File: src/design/dnv_pkg.sv
// ----------------------------------------------------------------------------
// Dataset name validator package
// Shared types and character codes for the name validator.
// ----------------------------------------------------------------------------
package dnv_pkg;

  typedef enum logic [2:0] {
    ST_OK        = 3'd0,
    ST_BAD_START = 3'd1,
    ST_LEAD_DOT  = 3'd2,
    ST_TWO_DOTS  = 3'd3,
    ST_END_DOT   = 3'd4,
    ST_FEW_QUALS = 3'd5,
    ST_TOO_LONG  = 3'd6,
    ST_QUAL_LONG = 3'd7
  } status_t;

  typedef enum logic [1:0] {
    CFG_MAX_NAME_LEN = 2'd0,
    CFG_MAX_QUAL_LEN = 2'd1,
    CFG_MIN_QUAL_CNT = 2'd2
  } cfg_index_t;

  localparam logic [7:0] CH_NUL     = 8'h00;
  localparam logic [7:0] CH_DOT     = 8'h2E;
  localparam logic [7:0] CH_DOLLAR  = 8'h24;
  localparam logic [7:0] CH_HASH    = 8'h23;
  localparam logic [7:0] CH_AT      = 8'h40;
  localparam logic [7:0] CH_HYPHEN  = 8'h2D;
  localparam logic [7:0] CH_DIGIT_0 = 8'h30;
  localparam logic [7:0] CH_DIGIT_9 = 8'h39;
  localparam logic [7:0] CH_UPPER_A = 8'h41;
  localparam logic [7:0] CH_UPPER_Z = 8'h5A;
  localparam logic [7:0] CH_LOWER_A = 8'h61;
  localparam logic [7:0] CH_LOWER_Z = 8'h7A;

  localparam logic [7:0] RST_MAX_NAME_LEN = 8'd44;
  localparam logic [3:0] RST_MAX_QUAL_LEN = 4'd8;
  localparam logic [7:0] RST_MIN_QUAL_CNT = 8'd2;

  typedef struct packed {
    logic terminator;
    logic letter;
    logic follow;
    logic dot;
  } char_class_t;

  typedef struct packed {
    logic [7:0] name_length;
    status_t    status;
  } result_t;

endpackage

File: src/design/dataset_name_validator_core.sv
// ----------------------------------------------------------------------------
// Dataset name validator core
// Checks dotted names that arrive one character per word, ended by a zero.
// ----------------------------------------------------------------------------
// Each word on the slave stream carries one character of a name; a zero byte
// ends the name. For every terminator the master stream carries one status
// word with the status code and the number of characters before the
// terminator. Other characters produce no output word.
// The block takes one word per cycle unless a terminator waits for the
// output register. A word is held in an input register, then the tracker
// updates its counters and, on a terminator, loads the output register, so a
// status word passes the input register and then the output register. When
// the receiver stalls the status word stays in the output register; ordinary
// characters still flow and only a second terminator waits. Reset clears all
// name state, empties both registers and loads the default limits (name 44,
// qualifier 8, at least two qualifiers). Configuration writes take effect
// from the next character and should be made only between names.
// ----------------------------------------------------------------------------
module dataset_name_validator_core (
  input  logic        clk,
  input  logic        rst,
  input  logic        s_tvalid,
  output logic        s_tready,
  input  logic [7:0]  s_tdata,   // [7:0] char_byte
  output logic        m_tvalid,
  input  logic        m_tready,
  output logic [15:0] m_tdata,   // [2:0] status, [10:3] name_length, [15:11] zero
  input  logic        cfg_we,
  input  logic [1:0]  cfg_index,
  input  logic [7:0]  cfg_data
);

  logic       in_valid;
  logic [7:0] in_byte;
  logic [7:0] max_name_length;
  logic [3:0] max_qualifier_length;
  logic [7:0] min_qualifier_count;
  logic       out_free;
  logic       advance;

  dnv_pkg::char_class_t char_class;
  dnv_pkg::result_t     result;
  dnv_pkg::result_t     out_result;

  assign out_free = !m_tvalid || m_tready;
  assign advance  = in_valid && (!char_class.terminator || out_free);
  assign s_tready = !in_valid || advance;

  always_ff @(posedge clk) begin
    if (rst) begin
      max_name_length      <= dnv_pkg::RST_MAX_NAME_LEN;
      max_qualifier_length <= dnv_pkg::RST_MAX_QUAL_LEN;
      min_qualifier_count  <= dnv_pkg::RST_MIN_QUAL_CNT;
    end else if (cfg_we) begin
      unique case (cfg_index)
        dnv_pkg::CFG_MAX_NAME_LEN: max_name_length      <= cfg_data;
        dnv_pkg::CFG_MAX_QUAL_LEN: max_qualifier_length <= cfg_data[3:0];
        dnv_pkg::CFG_MIN_QUAL_CNT: min_qualifier_count  <= cfg_data;
        default: ;
      endcase
    end
  end

  always_ff @(posedge clk) begin
    if (rst) begin
      in_valid <= 1'b0;
    end else if (s_tready) begin
      in_valid <= s_tvalid;
    end
  end

  always_ff @(posedge clk) begin
    if (s_tready && s_tvalid) begin
      in_byte <= s_tdata;
    end
  end

  dnv_class u_class (
    .char_byte  (in_byte),
    .char_class (char_class)
  );

  dnv_track u_track (
    .clk                  (clk),
    .rst                  (rst),
    .step                 (advance),
    .char_class           (char_class),
    .max_name_length      (max_name_length),
    .max_qualifier_length (max_qualifier_length),
    .min_qualifier_count  (min_qualifier_count),
    .result               (result)
  );

  always_ff @(posedge clk) begin
    if (rst) begin
      m_tvalid <= 1'b0;
    end else if (out_free) begin
      m_tvalid <= advance && char_class.terminator;
    end
  end

  always_ff @(posedge clk) begin
    if (out_free && advance && char_class.terminator) begin
      out_result <= result;
    end
  end

  assign m_tdata = {5'd0, out_result.name_length, out_result.status};

  a_term_gives_word: assert property (@(posedge clk) disable iff (rst)
    (advance && char_class.terminator) |=> m_tvalid)
    else $error("terminator processed without a status word");

  a_held_byte: assert property (@(posedge clk) disable iff (rst)
    (in_valid && !advance) |=> (in_valid && $stable(in_byte)))
    else $error("stalled character lost or changed");

  a_empty_ready: assert property (@(posedge clk) disable iff (rst)
    !in_valid |-> s_tready)
    else $error("empty input register refused a word");

  a_stall_only_term: assert property (@(posedge clk) disable iff (rst)
    (in_valid && !advance) |-> (char_class.terminator && m_tvalid && !m_tready))
    else $error("input stalled without a blocked terminator");

endmodule

File: src/design/dnv_class.sv
// ----------------------------------------------------------------------------
// Character classifier
// Sorts one name byte into terminator, letter-like, digit or hyphen, and dot.
// ----------------------------------------------------------------------------
module dnv_class (
  input  logic [7:0]          char_byte,
  output dnv_pkg::char_class_t char_class
);

  always_comb begin
    char_class.terminator = (char_byte == dnv_pkg::CH_NUL);
    char_class.letter =
        (char_byte >= dnv_pkg::CH_LOWER_A && char_byte <= dnv_pkg::CH_LOWER_Z) ||
        (char_byte >= dnv_pkg::CH_UPPER_A && char_byte <= dnv_pkg::CH_UPPER_Z) ||
        (char_byte == dnv_pkg::CH_DOLLAR) || (char_byte == dnv_pkg::CH_HASH) ||
        (char_byte == dnv_pkg::CH_AT);
    char_class.follow =
        (char_byte >= dnv_pkg::CH_DIGIT_0 && char_byte <= dnv_pkg::CH_DIGIT_9) ||
        (char_byte == dnv_pkg::CH_HYPHEN);
    char_class.dot = (char_byte == dnv_pkg::CH_DOT);
  end

endmodule

File: src/design/dnv_track.sv
// ----------------------------------------------------------------------------
// Name state tracker
// Holds the per-name counters and sticky error, and forms the status word
// when the terminator arrives.
// ----------------------------------------------------------------------------
module dnv_track (
  input  logic                 clk,
  input  logic                 rst,
  input  logic                 step,
  input  dnv_pkg::char_class_t char_class,
  input  logic [7:0]           max_name_length,
  input  logic [3:0]           max_qualifier_length,
  input  logic [7:0]           min_qualifier_count,
  output dnv_pkg::result_t     result
);

  logic [3:0]       qualifier_length;
  logic [7:0]       qualifier_count;
  logic [7:0]       position;
  dnv_pkg::status_t first_error;

  logic [3:0]       qualifier_length_next;
  logic [7:0]       qualifier_count_next;
  logic [7:0]       position_next;
  dnv_pkg::status_t first_error_next;
  logic [3:0]       grown_length;

  always_comb begin
    grown_length = (qualifier_length == 4'hF) ? qualifier_length : qualifier_length + 4'd1;
    qualifier_length_next = qualifier_length;
    qualifier_count_next  = qualifier_count;
    first_error_next      = first_error;
    position_next         = (position == 8'hFF) ? position : position + 8'd1;

    result.name_length = position;
    result.status      = first_error;
    if (first_error == dnv_pkg::ST_OK) begin
      if (qualifier_length == 4'd0) begin
        result.status = dnv_pkg::ST_END_DOT;
      end else if (qualifier_count < min_qualifier_count) begin
        result.status = dnv_pkg::ST_FEW_QUALS;
      end else if (position > max_name_length) begin
        result.status = dnv_pkg::ST_TOO_LONG;
      end
    end

    if (char_class.terminator) begin
      qualifier_length_next = 4'd0;
      qualifier_count_next  = 8'd1;
      position_next         = 8'd0;
      first_error_next      = dnv_pkg::ST_OK;
    end else if (first_error == dnv_pkg::ST_OK) begin
      if (char_class.letter) begin
        qualifier_length_next = grown_length;
      end else if (char_class.follow) begin
        if (qualifier_length == 4'd0) begin
          first_error_next = dnv_pkg::ST_BAD_START;
        end else begin
          qualifier_length_next = grown_length;
        end
      end else if (char_class.dot) begin
        if (qualifier_length == 4'd0) begin
          first_error_next = (position == 8'd0) ? dnv_pkg::ST_LEAD_DOT
                                                : dnv_pkg::ST_TWO_DOTS;
        end else begin
          qualifier_length_next = 4'd0;
          if (qualifier_count != 8'hFF) begin
            qualifier_count_next = qualifier_count + 8'd1;
          end
        end
      end
      if (first_error_next == dnv_pkg::ST_OK &&
          qualifier_length_next > max_qualifier_length) begin
        first_error_next = dnv_pkg::ST_QUAL_LONG;
      end
    end
  end

  always_ff @(posedge clk) begin
    if (rst) begin
      qualifier_length <= 4'd0;
      qualifier_count  <= 8'd1;
      position         <= 8'd0;
      first_error      <= dnv_pkg::ST_OK;
    end else if (step) begin
      qualifier_length <= qualifier_length_next;
      qualifier_count  <= qualifier_count_next;
      position         <= position_next;
      first_error      <= first_error_next;
    end
  end

endmodule
File: config.mk
export PLATFORM = sky130hd
export DESIGN_NAME = dataset_name_validator_core
export DESIGN_NICKNAME = d
export VERILOG_FILES = /design/src/design/dnv_pkg.sv /design/src/design/dataset_name_validator_core.sv /design/src/design/dnv_class.sv /design/src/design/dnv_track.sv
export SDC_FILE = /design/constraint.sdc
export NUM_CORES = 1
export LEC_CHECK = 0
export BUFFER_PORTS_ARGS = -buffer_cell sky130_fd_sc_hd__buf_4
export CAP_MARGIN = 20
export CELL_PAD_IN_SITES_DETAIL_PLACEMENT = 1
export CELL_PAD_IN_SITES_GLOBAL_PLACEMENT = 2
export CORE_ASPECT_RATIO = 0.75
export CORE_MARGIN = 1
export CORE_UTILIZATION = 39
export CTS_CLUSTER_SIZE = 24
export DETAILED_ROUTE_END_ITERATION = 6
export GPL_TIMING_DRIVEN = 0
export PLACE_DENSITY_LB_ADDON = 0.1
export SLEW_MARGIN = 15
export SYNTH_ARGS = -nofsm -noshare
export SYNTH_HDL_FRONTEND = slang
export SYNTH_SLANG_ARGS = --single-unit
File: constraint.sdc
create_clock -name clk -period 5.7 [get_ports clk]
set_input_delay 0.855 -clock clk [delete_from_list [all_inputs] [get_ports clk]]
set_output_delay 0.855 -clock clk [all_outputs]
set_load 0.01 [all_outputs]
== Yosys cells after proc, flatten, opt, wreduce, memory -nomap -nowiden ==
Index checks and enable logic that the tools add are counted.

* Add/subtract/negate cells: 3
* $lt $le $gt $ge: 9
* Equal/unequal tests: 14
* Muxes and demuxes: 34
* Reductions and logical operators: 35

{| class="wikitable"
|+ Operator list
! cell !! count
|-
| $mux 8 || 9
|-
| $mux 3 || 14
|-
| $mux 4 || 10
|-
| $eq 8x6->1 const B || 4
|-
| $add 8x1->8 const B || 2
|-
| $ge 8x7->1 const B || 2
|-
| $le 8x7->1 const B || 2
|-
| $logic_not 8->1 || 2
|-
| $reduce_and 2->1 || 5
|-
| $logic_and 1x1->1 || 9
|-
| $eq 8x7->1 const B || 1
|-
| $eq 8x8->1 const B || 1
|-
| $ge 8x6->1 const B || 1
|-
| $gt 8x8->1 || 1
|-
| $le 8x6->1 const B || 1
|-
| $logic_or 1x1->1 || 8
|-
| $lt 8x8->1 || 1
|-
| $ne 8x8->1 const B || 1
|-
| $reduce_and 7->1 || 1
|-
| $logic_not 3->1 || 2
|-
| $reduce_bool 2->1 || 3
|-
| $add 4x1->4 const B || 1
|-
| $eq 4x4->1 const B || 1
|-
| $gt 4x4->1 || 1
|-
| 8 further kinds || 12
|}

* Bits in registers: 64
* Input bits: 23
* Output and inout bits: 18
* Logic and storage cells: 107

== Depth between registers and ports, before layout ==
* Depth after elaboration: 14
* Mapped depth: 15

== Hierarchy ==
Synthesis repeated with hierarchy kept, for this count alone.

* Cell total of the unflattened synthesis: 366
* Area, all modules: 3,532.1 um2

{| class="wikitable"
|+ By module, submodules not included
! module !! times used !! cells each !! area an instance (um2) !! sequential area each (um2)
|-
| dnv_track || 1 || 227 || 1,854.3 || 460.4
|-
| dataset_name_validator_core || 1 || 118 || 1,551.5 || 1,011.0
|-
| dnv_class || 1 || 21 || 126.4 || 0.0
|}

== Worst setup path after synthesis ==
OpenSTA, ideal clock, no wires.

* Path kind: register to register
* Start point: register in_byte[1]
* End point: register u_track.first_error[0]
* Setup time: 0.122 ns
* Arrival: 3.005 ns
* Setup slack: 2.573 ns
* Cell stages (with the launch flop): 14
* Clock period less this slack: 3.127 ns
* Cell sequence: edfxtp_1 or3b_1 a2111oi_2 a221oi_4 nor2b_4 nand2_1 o31ai_1 ha_1 nor2b_1 o21a_1 o21a_1 o21ai_0 nor2_1 a221o_1

* Longest elaborated chain between the ends: 14

{| class="wikitable"
|+ RTL lines
! element !! RTL line !! source
|-
| from (decl) || dataset_name_validator_core.sv:34 || <nowiki>logic [7:0] in_byte;</nowiki>
|-
| from (signal assigned) || dataset_name_validator_core.sv:74 || <nowiki>in_byte <= s_tdata;</nowiki>
|-
| $ge 8x7->1, or another cell as far along || dnv_class.sv:13 || <nowiki>(char_byte >= dnv_pkg::CH_LOWER_A && char_byte <= dnv_pkg::CH_LOWER_Z) ||</nowiki>
|-
| $logic_and 1x1->1 (on tied branches) || dnv_class.sv:13, dnv_class.sv:14 ||
|-
| $logic_or 1x1->1 || dnv_class.sv:13 ||
|-
| $logic_or 1x1->1 || dnv_class.sv:14 || <nowiki>(char_byte >= dnv_pkg::CH_UPPER_A && char_byte <= dnv_pkg::CH_UPPER_Z) ||</nowiki>
|-
| $logic_or 1x1->1 (2 in series) || dnv_class.sv:15 || <nowiki>(char_byte == dnv_pkg::CH_DOLLAR) || (char_byte == dnv_pkg::CH_HASH) ||</nowiki>
|-
| $mux 4 / $mux 3 (equally long branches) || dnv_track.sv:53 || <nowiki>if (char_class.letter) begin</nowiki>
|-
| $mux 4 / $mux 3 (equally long branches) || dnv_track.sv:52 || <nowiki>end else if (first_error == dnv_pkg::ST_OK) begin</nowiki>
|-
| $mux 4 / $mux 3 (equally long branches) || dnv_track.sv:47 || <nowiki>if (char_class.terminator) begin</nowiki>
|-
| $gt 4x4->1 / $logic_not 3->1 (equally long branches) || dnv_track.sv:73, dnv_track.sv:72 ||
|-
| $logic_and 1x1->1 || dnv_track.sv:72 || <nowiki>if (first_error_next == dnv_pkg::ST_OK &&</nowiki>
|-
| $mux 3 || dnv_track.sv:72 ||
|-
| $mux 3 || dnv_track.sv:52 ||
|-
| $mux 3 || dnv_track.sv:47 ||
|-
| to (signal assigned) || dnv_track.sv:84 || <nowiki>first_error <= dnv_pkg::ST_OK;</nowiki>
|-
| to (signal assigned) || dnv_track.sv:89 || <nowiki>first_error <= first_error_next;</nowiki>
|-
| to (decl) || dnv_track.sv:20 || <nowiki>dnv_pkg::status_t first_error;</nowiki>
|}

Parallel ways exist; a longest one is shown, timed or not. The select of a mux whose other input is x is not followed.
A chain may end at the register's enable or synchronous reset.

== Final worst setup path ==
Ends and elaborated chain as after synthesis.

==> metrics <==
CP startpoint in_byte[1]; slew margin rel. 39.2%; postcts setup bufs 0; type of the worst min-delay path reg2reg; Setup CP Type reg2reg; Final Util 48.1%; Max Cap Viol 0; initial DRC count slightly below 80; Die ar. just over 9000 µm²; Final Skew ~3.3 ps; RSZ-0062 raised after global routing false; CP max stage delay 520 ps; # port buffers 35; final hold vios 0; Nets approximately 450; Leak approximately 0.0017 µW; WP buf/inv 0; largest net degree at the start of global routing 13; crit path max fanout 8; area of the multi-input gates about 1800 µm²; dominant cell type by area after synthesis dfxtp_1; Slowest-stage cell, CP edfxtp_1; CTS Hold Bufs 0; first-pass GRT wire length 13700 µm; synthesis-stage register bit count 64; top achievable clock speed about 280 MHz; # setup viols final 0; crit path DAT between 3000 and 4000 ps; launching point of the worst reg2reg path in_byte[1]; Root Driver clkbuf_16; PwrDens 259 nW/µm²; area grow syn2layout 19.6%; Period Utilization, post-route roughly 63%; DR WL/cell 16.4 µm; Crit. End Element flop; outcome completed; worst hold start min_qualifier_count[3]; synth unique cells about 60; peak supply drop 193 µV; Layout Cells excl Fill 520; area of the mapped netlist roughly 3400 µm²; H-tree levels 3; predominant post-synthesis flop cell dfxtp_1; CTS Buffer Depth 2; Synth area leaders dfxtp_1, edfxtp_1, ha_1, nor2_1, mux2i_1; Antenna Nets Post-Route 0; FF+latch area around 1500 µm²; num ports 41; max-slew violations 0; chip height 83.1 µm; GRT Overall Usage around a fifth; Site Rows 29; Post-synth EDFFs 19; total gr overflow 0; DR vias/cell between 5 and 6; DRC Markers 0; die width 110 µm; post-synthesis cell count between 300 and 400; top cells by count, synth dfxtp_1, nor2_1, inv_1; CP top delay family compound AO/OA/AOI/OAI gates; clock-pin slew on the worst setup and hold paths approximately 50 ps; layout cells sized above 1 between 15 and 20%; CTS tree yes; Total Wirelength ~8500 µm; Ys Warns 0; worst skew pair latency about 330 ps; DR vias around 2.7k; vias in the first global route 2730; CP startpoint kind flop; DRT Pass-1 Iters 4; DP HPWL roughly 6500 µm; worst-margin pin slew a little over 900 ps; Worst EP required between 5000 and 6000 ps; crit-path cells nor4_2, nand3b_1, a221oi_4, nor2b_4, o31ai_1, ha_1, nor2b_1, o21a_1, o21a_1, o21ai_0, nor2_1, a221o_1; setup TNS 0 ps; Placed Cells ~500; Seq/Total Area, Yosys 43.1%; cts bufs inserted 9; CP most frequent cell o21a_1; CTS resizes 0; GP Congestion ~0.8; Final Critical Period between 3000 and 4000 ps; initial antenna violation count 0; Starting Density about two fifths; Placeable Area ~8500 µm²; Post-Syn Area per Cell around 9.6 µm²; Num Clock Sinks 64; ant diodes 0; Async SR Flop Fraction 0%; Synth top area share 26.4%; fillers slightly below 1k
[layout make-up]
cell class / instances / area share, %
Tap cell: 108 / 3.31
Buffer: 11 / 1.50
Multi-Input combinational cell: 257 / 43.8
Sequential cell: 64 / 36.0
Clock inverter: 5 / 0.582
Timing Repair Buffer: 35 / 6.43
Clock buffer: 11 / 5.70
Inverter: 29 / 2.66
[where the power goes]
part / switching (µW) / internal (µW)
clock network: 187 / 289
logic: 48.9 / 39.2
registers: 12.4 / 481
total: 249 / 809
[logic make-up after synthesis]
kind of cell,share of synthesized area (%)
buf+inv,4.98
xor+xnor,3.08
compound gates,14.2
fa+ha+maj,8.79
other cells,0.110
simple gates,22.5
flops,43.1
mux,3.22
[registers in the layout, summed over array words and instances, names as in the netlist, 3 cells and up]
register,cells
min_qualifier_count,8
u_track.qualifier_count,8
m_tdata,11
max_name_length,8
u_track.qualifier_length,4
max_qualifier_length,4
in_byte,8
u_track.position,8
u_track.first_error,3
[metal layers]
layer	wire (µm)	global-route usage, %
met5	0	0
met4	110	7.15
met3	328	6.12
met2	3620	29.8
met1	4450	27.4
[cells in the final DEF, fill, tap and decap left out, types with 3 or more instances in the layout]
cell type  synthesis  routed
nand3_1           10      10
nand2b_1           5       5
clkinv_2           0       4
a21oi_1           19      19
nand4_1            7       7
nand2_1           23      23
edfxtp_1          19      19
nor2_1            45      45
nor3_1            10      10
inv_1             29      29
dfxtp_1           45      45
o211ai_1           4       4
mux2i_1           11      11
o21ai_0            7       7
nor2b_1            6       6
buf_4              5      40
conb_1             1       5
o21a_1             5       5
ha_1              24      24
xor2_1             3       3
and3_1             3       3
a21o_1             7       7
nand3b_1           7       7
clkbuf_1           5       7
xnor2_1            9       9
clkbuf_16          0       9
[worst register-to-register path, stage by stage, from the launching register on]
cell	delay (ps)
edfxtp_1	520
nor4_2	430
nand3b_1	220
a221oi_4	470
nor2b_4	100
o31ai_1	260
ha_1	290
nor2b_1	140
o21a_1	160
o21a_1	160
o21ai_0	340
nor2_1	90
a221o_1	320
[path summary, 6_finish.rpt]
kind / endpoint / slack [ps] / cells after the start
max: u_track.first_error[0] / 2100 / 12
min: min_qualifier_count[3] / 490 / 2
max reg2reg: u_track.first_error[0] / 2100 / 12
min reg2reg: min_qualifier_count[3] / 490 / 2
[through the flow]
step           hold slack, ps  instance area [µm²]  setup WS, ps  total power (µW)
2_1_floorplan             463                 3430          2570               555
3_3_place_gp              478                 3830          2180               587
3_5_place_dp              486                 3830          2120               590
4_1_cts                   499                 4090          2080              1080
5_1_grt                   528                 4090          1830              1110
6_report                  494                 4090          2100              1060
(Power assumes the default switching activity.)
